<file path="src/hdl/qdpe_pkg.sv">
//------------------------------------------------------------------------------
// qdpe_pkg
// Shared types, constants and the divider step for the delta pixel encoder.
//------------------------------------------------------------------------------
`default_nettype none

package qdpe_pkg;

   localparam int unsigned PixW     = 8;
   localparam int unsigned NumChan  = 3;
   localparam int unsigned ChanW    = 2;
   localparam int unsigned AddrW    = 3;
   localparam int unsigned DataW    = 32;

   localparam logic [PixW-1:0] CodeBias  = 8'd127;
   localparam logic [PixW-1:0] StepReset = 8'd1;

   // register map
   localparam logic [0:0] RegQuantStep = 1'b0;

   localparam logic [ChanW-1:0] ChanRed   = 2'd0;
   localparam logic [ChanW-1:0] ChanGreen = 2'd1;
   localparam logic [ChanW-1:0] ChanBlue  = 2'd2;

   typedef struct packed {
      logic [PixW-1:0] pixel_red;
      logic [PixW-1:0] pixel_green;
      logic [PixW-1:0] pixel_blue;
      logic            row_start;
   } req_data_type;

   typedef struct packed {
      logic [PixW-1:0] code_red;
      logic [PixW-1:0] code_green;
      logic [PixW-1:0] code_blue;
      logic [PixW-1:0] recon_red;
      logic [PixW-1:0] recon_green;
      logic [PixW-1:0] recon_blue;
   } rsp_data_type;

   typedef enum logic [4:0] {
      StIdle   = 5'b00001,
      StSetup  = 5'b00010,
      StDiv    = 5'b00100,
      StPost   = 5'b01000,
      StFinish = 5'b10000
   } state_type;

   // one restoring division step: returns {quotient bit, new remainder}
   function automatic logic [PixW:0] div_step(input logic [PixW-1:0] rem,
                                              input logic            nbit,
                                              input logic [PixW-1:0] step);
      logic [PixW:0] shifted;
      logic [PixW:0] diff;
      shifted = {rem, nbit};
      diff    = shifted - {1'b0, step};
      if (shifted >= {1'b0, step}) begin
         div_step = {1'b1, diff[PixW-1:0]};
      end else begin
         div_step = {1'b0, shifted[PixW-1:0]};
      end
   endfunction

endpackage

`default_nettype wire

</file>
<file path="src/hdl/quantized_delta_pixel_encoder_core.sv">
//------------------------------------------------------------------------------
// quantized_delta_pixel_encoder_core
// DPCM pixel encoder with a uniform quantizer and one shared serial divider.
//------------------------------------------------------------------------------
// Usage:
//   req channel: one RGB pixel beat plus row_start flag (valid/ready).
//   rsp channel: one beat per pixel with three codes and three
//   reconstructed channel values (valid/ready), held in an output register.
//   Config: APB-style port, quant_step at byte address 0 (a step of 0
//   behaves as 1). Write only while the block is idle.
// Sequencing:
//   Row-start pixel: goes straight to StFinish, which loads the output
//   register and returns to idle.
//   Other pixels: channels go one after another through a single radix-4
//   restoring divider (setup, 4 divide steps, update per channel), then
//   StFinish loads the result. req_ready is high only in idle, so a new
//   pixel is accepted only once the previous one has left StFinish.
// Reset: synchronous, active high; previous reconstruction cleared to 0,
//   quant_step set to 1, no result pending.
// Stall: a result waiting in the output register does not block the next
//   accept; only loading the following result waits for the receiver.
//------------------------------------------------------------------------------
`default_nettype none

module quantized_delta_pixel_encoder_core (
   input  wire logic                                 clock,
   input  wire logic                                 reset,
   input  wire logic                                 req_valid,
   output      logic                                 req_ready,
   input  wire qdpe_pkg::req_data_type               req_data,
   output      logic                                 rsp_valid,
   input  wire logic                                 rsp_ready,
   output      qdpe_pkg::rsp_data_type               rsp_data,
   input  wire logic                                 psel,
   input  wire logic                                 penable,
   input  wire logic                                 pwrite,
   input  wire logic [qdpe_pkg::AddrW-1:0]           paddr,
   input  wire logic [qdpe_pkg::DataW-1:0]           pwdata,
   output      logic [qdpe_pkg::DataW-1:0]           prdata,
   output      logic                                 pready
);

   localparam int unsigned PW = qdpe_pkg::PixW;
   localparam int unsigned NC = qdpe_pkg::NumChan;

   qdpe_pkg::state_type state_ff, state_in;

   logic [qdpe_pkg::ChanW-1:0]  ch_ff, ch_in;
   logic [1:0]                  cnt_ff, cnt_in;
   logic [NC-1:0][PW-1:0]       pix_ff, pix_in;
   logic [NC-1:0][PW-1:0]       prev_ff, prev_in;
   logic [NC-1:0][PW-1:0]       code_ff, code_in;
   logic [NC-1:0][PW-1:0]       recon_ff, recon_in;
   logic                        neg_ff, neg_in;
   logic [PW-1:0]               mag_ff, mag_in;
   logic [PW-1:0]               div_ff, div_in;
   logic [PW-1:0]               rem_ff, rem_in;
   logic [PW-1:0]               step_ff, step_in;
   logic                        rsp_valid_ff, rsp_valid_in;
   qdpe_pkg::rsp_data_type      rsp_data_ff, rsp_data_in;

   logic [PW-1:0] step_eff;
   logic [PW-1:0] sel_pix;
   logic [PW-1:0] sel_prev;
   logic [PW:0]   step_a;
   logic [PW:0]   step_b;
   logic [PW-1:0] delta;
   logic          req_fire;
   logic          csr_wr;
   logic          out_free;

   assign step_eff = (step_ff == '0) ? PW'(1) : step_ff;
   assign sel_pix  = pix_ff[ch_ff];
   assign sel_prev = prev_ff[ch_ff];
   assign step_a   = qdpe_pkg::div_step(rem_ff, div_ff[PW-1], step_eff);
   assign step_b   = qdpe_pkg::div_step(step_a[PW-1:0], div_ff[PW-2], step_eff);
   assign delta    = mag_ff - rem_ff;
   assign req_fire = req_valid && req_ready;
   assign csr_wr   = psel && penable && pwrite
                     && (paddr[qdpe_pkg::AddrW-1] == qdpe_pkg::RegQuantStep);
   assign out_free = !rsp_valid_ff || rsp_ready;

   assign req_ready = (state_ff == qdpe_pkg::StIdle);
   assign rsp_valid = rsp_valid_ff;
   assign rsp_data  = rsp_data_ff;
   assign pready    = 1'b1;
   assign prdata    = (paddr[qdpe_pkg::AddrW-1] == qdpe_pkg::RegQuantStep)
                      ? {{(qdpe_pkg::DataW-PW){1'b0}}, step_ff} : '0;

   always_comb begin
      state_in     = state_ff;
      ch_in        = ch_ff;
      cnt_in       = cnt_ff;
      pix_in       = pix_ff;
      prev_in      = prev_ff;
      code_in      = code_ff;
      recon_in     = recon_ff;
      neg_in       = neg_ff;
      mag_in       = mag_ff;
      div_in       = div_ff;
      rem_in       = rem_ff;
      step_in      = csr_wr ? pwdata[PW-1:0] : step_ff;
      rsp_valid_in = rsp_valid_ff && !rsp_ready;
      rsp_data_in  = rsp_data_ff;

      unique case (state_ff)
         qdpe_pkg::StIdle: begin
            if (req_fire) begin
               pix_in = {req_data.pixel_blue, req_data.pixel_green, req_data.pixel_red};
               ch_in  = qdpe_pkg::ChanRed;
               if (req_data.row_start) begin
                  code_in  = {req_data.pixel_blue, req_data.pixel_green, req_data.pixel_red};
                  recon_in = {req_data.pixel_blue, req_data.pixel_green, req_data.pixel_red};
                  state_in = qdpe_pkg::StFinish;
               end else begin
                  state_in = qdpe_pkg::StSetup;
               end
            end
         end
         qdpe_pkg::StSetup: begin
            neg_in   = sel_pix < sel_prev;
            mag_in   = (sel_pix < sel_prev) ? (sel_prev - sel_pix) : (sel_pix - sel_prev);
            div_in   = (sel_pix < sel_prev) ? (sel_prev - sel_pix) : (sel_pix - sel_prev);
            rem_in   = '0;
            cnt_in   = '0;
            state_in = qdpe_pkg::StDiv;
         end
         qdpe_pkg::StDiv: begin
            // two quotient bits per cycle; quotient shifts in from the bottom
            div_in = {div_ff[PW-3:0], step_a[PW], step_b[PW]};
            rem_in = step_b[PW-1:0];
            cnt_in = cnt_ff + 2'd1;
            if (cnt_ff == 2'd3) begin
               state_in = qdpe_pkg::StPost;
            end
         end
         qdpe_pkg::StPost: begin
            // q*step equals magnitude minus remainder
            if (neg_ff) begin
               recon_in[ch_ff] = sel_prev - delta;
               code_in[ch_ff]  = qdpe_pkg::CodeBias - div_ff;
            end else begin
               recon_in[ch_ff] = sel_prev + delta;
               code_in[ch_ff]  = qdpe_pkg::CodeBias + div_ff;
            end
            if (ch_ff == qdpe_pkg::ChanBlue) begin
               state_in = qdpe_pkg::StFinish;
            end else begin
               ch_in    = ch_ff + 2'd1;
               state_in = qdpe_pkg::StSetup;
            end
         end
         qdpe_pkg::StFinish: begin
            if (out_free) begin
               prev_in      = recon_ff;
               rsp_valid_in = 1'b1;
               rsp_data_in  = '{code_red:    code_ff[qdpe_pkg::ChanRed],
                                code_green:  code_ff[qdpe_pkg::ChanGreen],
                                code_blue:   code_ff[qdpe_pkg::ChanBlue],
                                recon_red:   recon_ff[qdpe_pkg::ChanRed],
                                recon_green: recon_ff[qdpe_pkg::ChanGreen],
                                recon_blue:  recon_ff[qdpe_pkg::ChanBlue]};
               state_in     = qdpe_pkg::StIdle;
            end
         end
         default: begin
            state_in = qdpe_pkg::StIdle;
         end
      endcase
   end

   always_ff @(posedge clock) begin
      if (reset) begin
         state_ff     <= qdpe_pkg::StIdle;
         ch_ff        <= qdpe_pkg::ChanRed;
         cnt_ff       <= '0;
         prev_ff      <= '0;
         step_ff      <= qdpe_pkg::StepReset;
         rsp_valid_ff <= 1'b0;
      end else begin
         state_ff     <= state_in;
         ch_ff        <= ch_in;
         cnt_ff       <= cnt_in;
         prev_ff      <= prev_in;
         step_ff      <= step_in;
         rsp_valid_ff <= rsp_valid_in;
      end
   end

   always_ff @(posedge clock) begin
      pix_ff      <= pix_in;
      code_ff     <= code_in;
      recon_ff    <= recon_in;
      neg_ff      <= neg_in;
      mag_ff      <= mag_in;
      div_ff      <= div_in;
      rem_ff      <= rem_in;
      rsp_data_ff <= rsp_data_in;
   end

endmodule

`default_nettype wire

</file>
<file path="config.mk">
export PLATFORM = sky130hd
export DESIGN_NAME = quantized_delta_pixel_encoder_core
export DESIGN_NICKNAME = d
export VERILOG_FILES = /design/src/hdl/qdpe_pkg.sv /design/src/hdl/quantized_delta_pixel_encoder_core.sv
export SDC_FILE = /design/constraint.sdc
export NUM_CORES = 1
export LEC_CHECK = 0
export ABC_AREA = 1
export BUFFER_PORTS_ARGS = -buffer_cell sky130_fd_sc_hd__buf_2
export CORE_MARGIN = 2
export CORE_UTILIZATION = 55
export DETAILED_ROUTE_END_ITERATION = 6
export PLACE_DENSITY = 0.77
export REMOVE_ABC_BUFFERS = 1
export SETUP_SLACK_MARGIN = 0.3
export SLEW_MARGIN = 20
export SYNTH_ARGS = -nofsm -noshare
export SYNTH_HDL_FRONTEND = slang
export SYNTH_SLANG_ARGS = --single-unit
export TNS_END_PERCENT = 50
</file>
<file path="constraint.sdc">
create_clock -name clock -period 4 [get_ports clock]
set_clock_uncertainty 0.1 [all_clocks]
set_input_delay 0.8 -clock clock [delete_from_list [all_inputs] [get_ports clock]]
set_output_delay 0.8 -clock clock [all_outputs]
set_load 0.05 [all_outputs]
</file>
Word level (Yosys, flattened, before mapping). Cells that the tools add are included.

Register bits after elaboration: 187. Latch bits: 0. Memory bits (writable): 0. Bits in read-only memories: 0. Output and inout port bits: 83. Memories: 0.

Add/subtract/negate cells: 11. Multipliers: 0. Div/mod/pow operators: 0. $lt $le $gt $ge: 5. Eq/ne operators: 12. Shift-type cells: 0. Multiplexer cells: 35. Bitwise logic cells: 1. Reduce and logical (&&, ||, !) cells: 17.

Operator list (count): bitwise mux 24 bit (4); 2-to-1 mux 24 bit (4); case mux 24 bit (2 select lines) (2); 2-to-1 mux 8 bit (6); subtractor 8 bit (6); binary-select mux 8 bit (select 2 bit) (2); case mux 8 bit (2 select lines) (2); 2-to-1 mux 5 bit (5); case mux 5 bit (5 select lines) (1); >= comparator 9 x 8 -> 1 bit (2); 2-to-1 mux 9 bit (2); demux 8 bit (select 2 bit) (1); AND reduction 3 bit (3); adder 7 x 8 -> 8 bit, first input constant (1); adder 8 bit (1); zero test 8 bit (1); less-than comparator 8 bit (1); case mux 2 bit (2 select lines) (2); subtractor 7 x 8 -> 8 bit, first input constant (1); logical AND 1 bit (6); != test 2 bit, second input constant (3); equality test 5 x 1 -> 1 bit, second input constant (1); equality test 5 x 2 -> 1 bit, second input constant (1); equality test 5 x 3 -> 1 bit, second input constant (1); 14 further kinds (22).

Depth between registers and ports, before layout.
Depth after elaboration: 7. Gate-level depth with buffers: 25. Depth with buffers taken out: 24.

Worst setup path before layout. No wires, ideal clock.

Path kind: flip-flop to flip-flop. Start: register step_ff[1]. End: register rem_ff[3], data pin. Library setup time: 0.253 ns. Arrival time: 3.019 ns. Required time: 3.647 ns. Slack: 0.628 ns. Cell stages (with the launch flop): 26. Cells stage by stage: dfxtp_1 > inv_1 > nand4_1 > o41ai_1 > ha_1 > inv_1 > fa_1 > nand2_1 > nor2_1 > nand2_1 > nand3_1 > xnor2_1 > nand2_1 > nand2_1 > inv_1 > ha_1 > nand2_1 > nor2_1 > a41oi_1 > nand2_1 > clkinv_1 > nand3_2 > buf_6 > nand2_1 > nand2_1 > nor2_1.

Longest elaborated chain between the ends: 7. Elaborated cells on any way between the ends: 9. Those cells by class: 2 x add/sub; 2 x order compare; 4 x mux; 1 x reduce/logical.

Ends and longest elaborated chain: start: declaration (line quantized_delta_pixel_encoder_core.sv:58) `logic [PW-1:0] step_ff, step_in;`; start signal: assignment (line quantized_delta_pixel_encoder_core.sv:178) `step_ff <= qdpe_pkg::StepReset;`; start signal: assignment (line quantized_delta_pixel_encoder_core.sv:185) `step_ff <= step_in;`; zero test 8 bit (line quantized_delta_pixel_encoder_core.sv:72) `assign step_eff = (step_ff == '0) ? PW'(1) : step_ff;`; 2-to-1 mux 8 bit * (line quantized_delta_pixel_encoder_core.sv:72); subtractor 8 bit / >= comparator 9 x 8 -> 1 bit (equally long branches) (line qdpe_pkg.sv:56, qdpe_pkg.sv:57); 2-to-1 mux 9 bit (line qdpe_pkg.sv:57) `if (shifted >= {1'b0, step}) begin`; subtractor 8 bit / >= comparator 9 x 8 -> 1 bit (equally long branches) (line qdpe_pkg.sv:56, qdpe_pkg.sv:57); 2-to-1 mux 9 bit * (line qdpe_pkg.sv:57); case mux 8 bit (2 select lines) * (line quantized_delta_pixel_encoder_core.sv:106) `unique case (state_ff)`; end signal: assignment (line quantized_delta_pixel_encoder_core.sv:197) `rem_ff <= rem_in;`; end: declaration (line quantized_delta_pixel_encoder_core.sv:57) `logic [PW-1:0] rem_ff, rem_in;`.

Every way passes the cells marked *; elsewhere a longest branch is shown, timed or not. A chain may end at the register's enable or synchronous reset.

Worst setup path in the final report.
Start: register step_ff[1]. End: register rem_ff[5], data pin.

Same word-level chain as after synthesis.

==> results.json <==
{
  "hold_violations": 0,
  "placedCellCount": 1369,
  "postLayoutCellArea_mm2": 0.0116,
  "avgViaCountPerCell": 5.42,
  "netlist_area_mm2": 0.00997,
  "clock_latency_ns": 0.43,
  "track_usage": 0.249,
  "rsz0062_at_grt": "true",
  "yosysTopAreaCell": "edfxtp_1",
  "max-vdd-ir-drop_mv": 0.426,
  "cts_buffers": 17,
  "drc_errors": 0,
  "cp_data_required_time_ns": 4.09,
  "p_sw_w": 0.00345,
  "status": "finished, final reports clean",
  "swShare": 0.408,
  "finalNonFillerCells": 1419,
  "relSlewSlack": 0.328,
  "die_h_um": 139,
  "setup_tns_ns": 0,
  "synthArstFlopShare": 0,
  "max_freq_ghz": 0.282,
  "grt_pass1_vias": 7192,
  "critical_path_class": "flop to flop",
  "cts_sinks": 187,
  "p_comb_frac": 0.451,
  "p_int_w": 0.00502,
  "crit_path_start_kind": "flop",
  "cts-htree-levels": 4,
  "power.share.sequential": 0.336,
  "fp-row-count": 49,
  "coreArea_mm2": 0.0179,
  "place_congestion": 0.997,
  "grt_overflow_total": 0,
  "post_drt_wl_per_cell_um": 17.0,
  "num_vias": 7689,
  "yosysMostFrequentCell": "nand2_1",
  "cp-end-kind": "flop",
  "critPathArrivalTime_ns": 3.64,
  "ctsHoldBuffers": 0,
  "post-route-period-util": 0.887,
  "firstDrtPassIters": 7,
  "synthCells": 1054,
  "finalPower_w": 0.00847,
  "root_buffer": "clkbuf_16",
  "detail-route-antenna-nets": 0,
  "clk_pin_slew_worst_paths_ns": 0.07,
  "start_util": 0.557,
  "hold_class": "flop to flop",
  "yosysSeqAreaShare": 0.521,
  "hpwlAfterDp_mm": 17.1,
  "synth_edf_count": 145,
  "finalSetupViolCount": 0,
  "slew_violations": 0,
  "grt_max_degree": 65,
  "avgSynthCellArea_um2": 9.46,
  "power.density_mw_per_mm2": 731,
  "max_cap_viol_count": 0,
  "diodes": 0,
  "die_x_um": 139,
  "antenna_found_initial": 0,
  "io_pins": 150,
  "fin_nets": 1308,
  "cts_tree": "yes",
  "drt-initial-drc-count": 510,
  "portBuffers": 98,
  "drive_gt1_frac": 0.208,
  "synth_top_area_frac": 0.437,
  "p_clk_frac": 0.213,
  "synth-seq-cells": 187,
  "grt_pass1_wl_mm": 37.4,
  "synth_cell_types": 52,
  "synth.cells.most_frequent": "194 x nand2_1, 145 x edfxtp_1, 125 x inv_1, 102 x nor2_1, 64 x o21ai_0",
  "tightest_slew_ns": 1.00,
  "drt_wl_total_mm": 24.2,
  "synth_flop_cell": "edfxtp_1",
  "area_growth_pct": 16.3,
  "p_leak_nw": 5.11,
  "fin_crit_ns": 3.55,
  "die_area_mm2": 0.0192,
  "synth_area_leaders": "edfxtp_1 44%, dfxtp_1 8.4%, nand2_1 7.3%",
  "cts_buffer_depth": 2,
  "crit_fanout": 14,
  "ys_warn_count": 0,
  "dpl_cell_area_mm2": 0.0107
}
through the flow:
stage	setup WS, ns	utilization	hold WS (ns)
3_5_place_dp	0.104	0.595	0.305
2_1_floorplan	0.552	-	0.300
5_1_grt	0.197	0.647	0.327
3_3_place_gp	0.182	0.595	0.303
4_1_cts	0.308	0.632	0.317
6_report	0.451	0.647	0.317
routing by layer:
metal | vias up | track usage | wire (µm)
met3 | 39 | 0.0369 | 1340
met5 | - | 0 | 0
li1 | 3737 | - | -
met2 | 266 | 0.427 | 12000
met4 | 0 | 0.0776 | 544
met1 | 3647 | 0.330 | 10300
critical path, cell delays in order (launching register included):
cell	delay, ns
dfxtp_2	0.32
inv_2	0.07
nand4_1	0.11
o41ai_2	0.28
buf_4	0.18
ha_4	0.20
nand2_1	0.07
nor2_1	0.04
nand2_1	0.07
nor2_2	0.05
nor2_4	0.14
nand2_4	0.14
o21ai_0	0.20
inv_1	0.10
ha_1	0.38
nand2_4	0.10
nor2_4	0.03
a41oi_2	0.15
nand2_1	0.11
inv_2	0.08
nand3_4	0.10
buf_6	0.16
nor2_2	0.09
nor2_2	0.04
final timing paths:
path | to | cells past startpoint | slack [ns] | startpoint
hold / removal | rsp_data[28] | 0 | 0.32 | code_ff[20]
setup / recovery | rem_ff[5] | 23 | 0.45 | step_ff[1]
hold reg to reg | rsp_data[28] | 0 | 0.32 | code_ff[20]
setup reg to reg | rem_ff[5] | 23 | 0.45 | step_ff[1]
area by class of cell:
class	instances	area, µm²
clock inverter	12	170
multi-input combinational	705	4190
tap	229	287
inverter	131	494
timing repair buffer	135	785
fill	1443	6310
sequential	187	5200
clock buffer	20	467
power by group through the flow:
stage	Sequential (W)	Combinational (W)	Clock, W
after floorplan	0.00299	0.00254	0
after global placement	0.00287	0.00360	0
after detailed placement	0.00289	0.00366	0
after CTS	0.00285	0.00371	0.00182
after global routing	0.00288	0.00420	0.00190
final	0.00285	0.00382	0.00181
sequential cells by signal (all words and copies together), names as in the netlist, 2 cells and up:
| signal | count |
|---|---|
| ch_ff | 2 |
| cnt_ff | 2 |
| code_ff | 24 |
| div_ff | 8 |
| mag_ff | 8 |
| pix_ff | 24 |
| prev_ff | 24 |
| recon_ff | 24 |
| rem_ff | 8 |
| rsp_data | 48 |
| state_ff | 5 |
| step_ff | 8 |
placed cells by master, fill, tap and decap left out, types with 14 or more instances in the layout:
master and n:
a21oi_1 47, a32oi_1 14, buf_4 35, o21ai_0 62
xor2_1 21, nand3_1 52, ha_1 53, edfxtp_1 145
o22ai_1 18, clkbuf_16 17, or2_2 30, dfxtp_1 41
nand2_1 189, inv_1 119, conb_1 25, buf_2 98
nor2_1 95
cell families (layout without fill, tap and decap cells):
logic type               after synthesis  in the layout  share of synthesized area
adder cells (fa/ha/maj)               64             64                     0.0856
multiplexers                           2              2                    0.00201
AND/OR/NAND/NOR                      411            411                      0.180
AO/OA/AOI/OAI                        171            171                     0.0992
XOR/XNOR                              32             32                     0.0281
buffers and inverters                185            298                     0.0833
flip-flops                           187            187                      0.521
other                                  2             25                   0.000753
timing repair:
action                                  CTS  global route
resized for setup                         8            33
pin swaps                                 2            18
endpoints found under the setup margin    9            15
endpoints found under the hold margin     0             0
buffers inserted                          1            17
(Power assumes the default switching activity.)
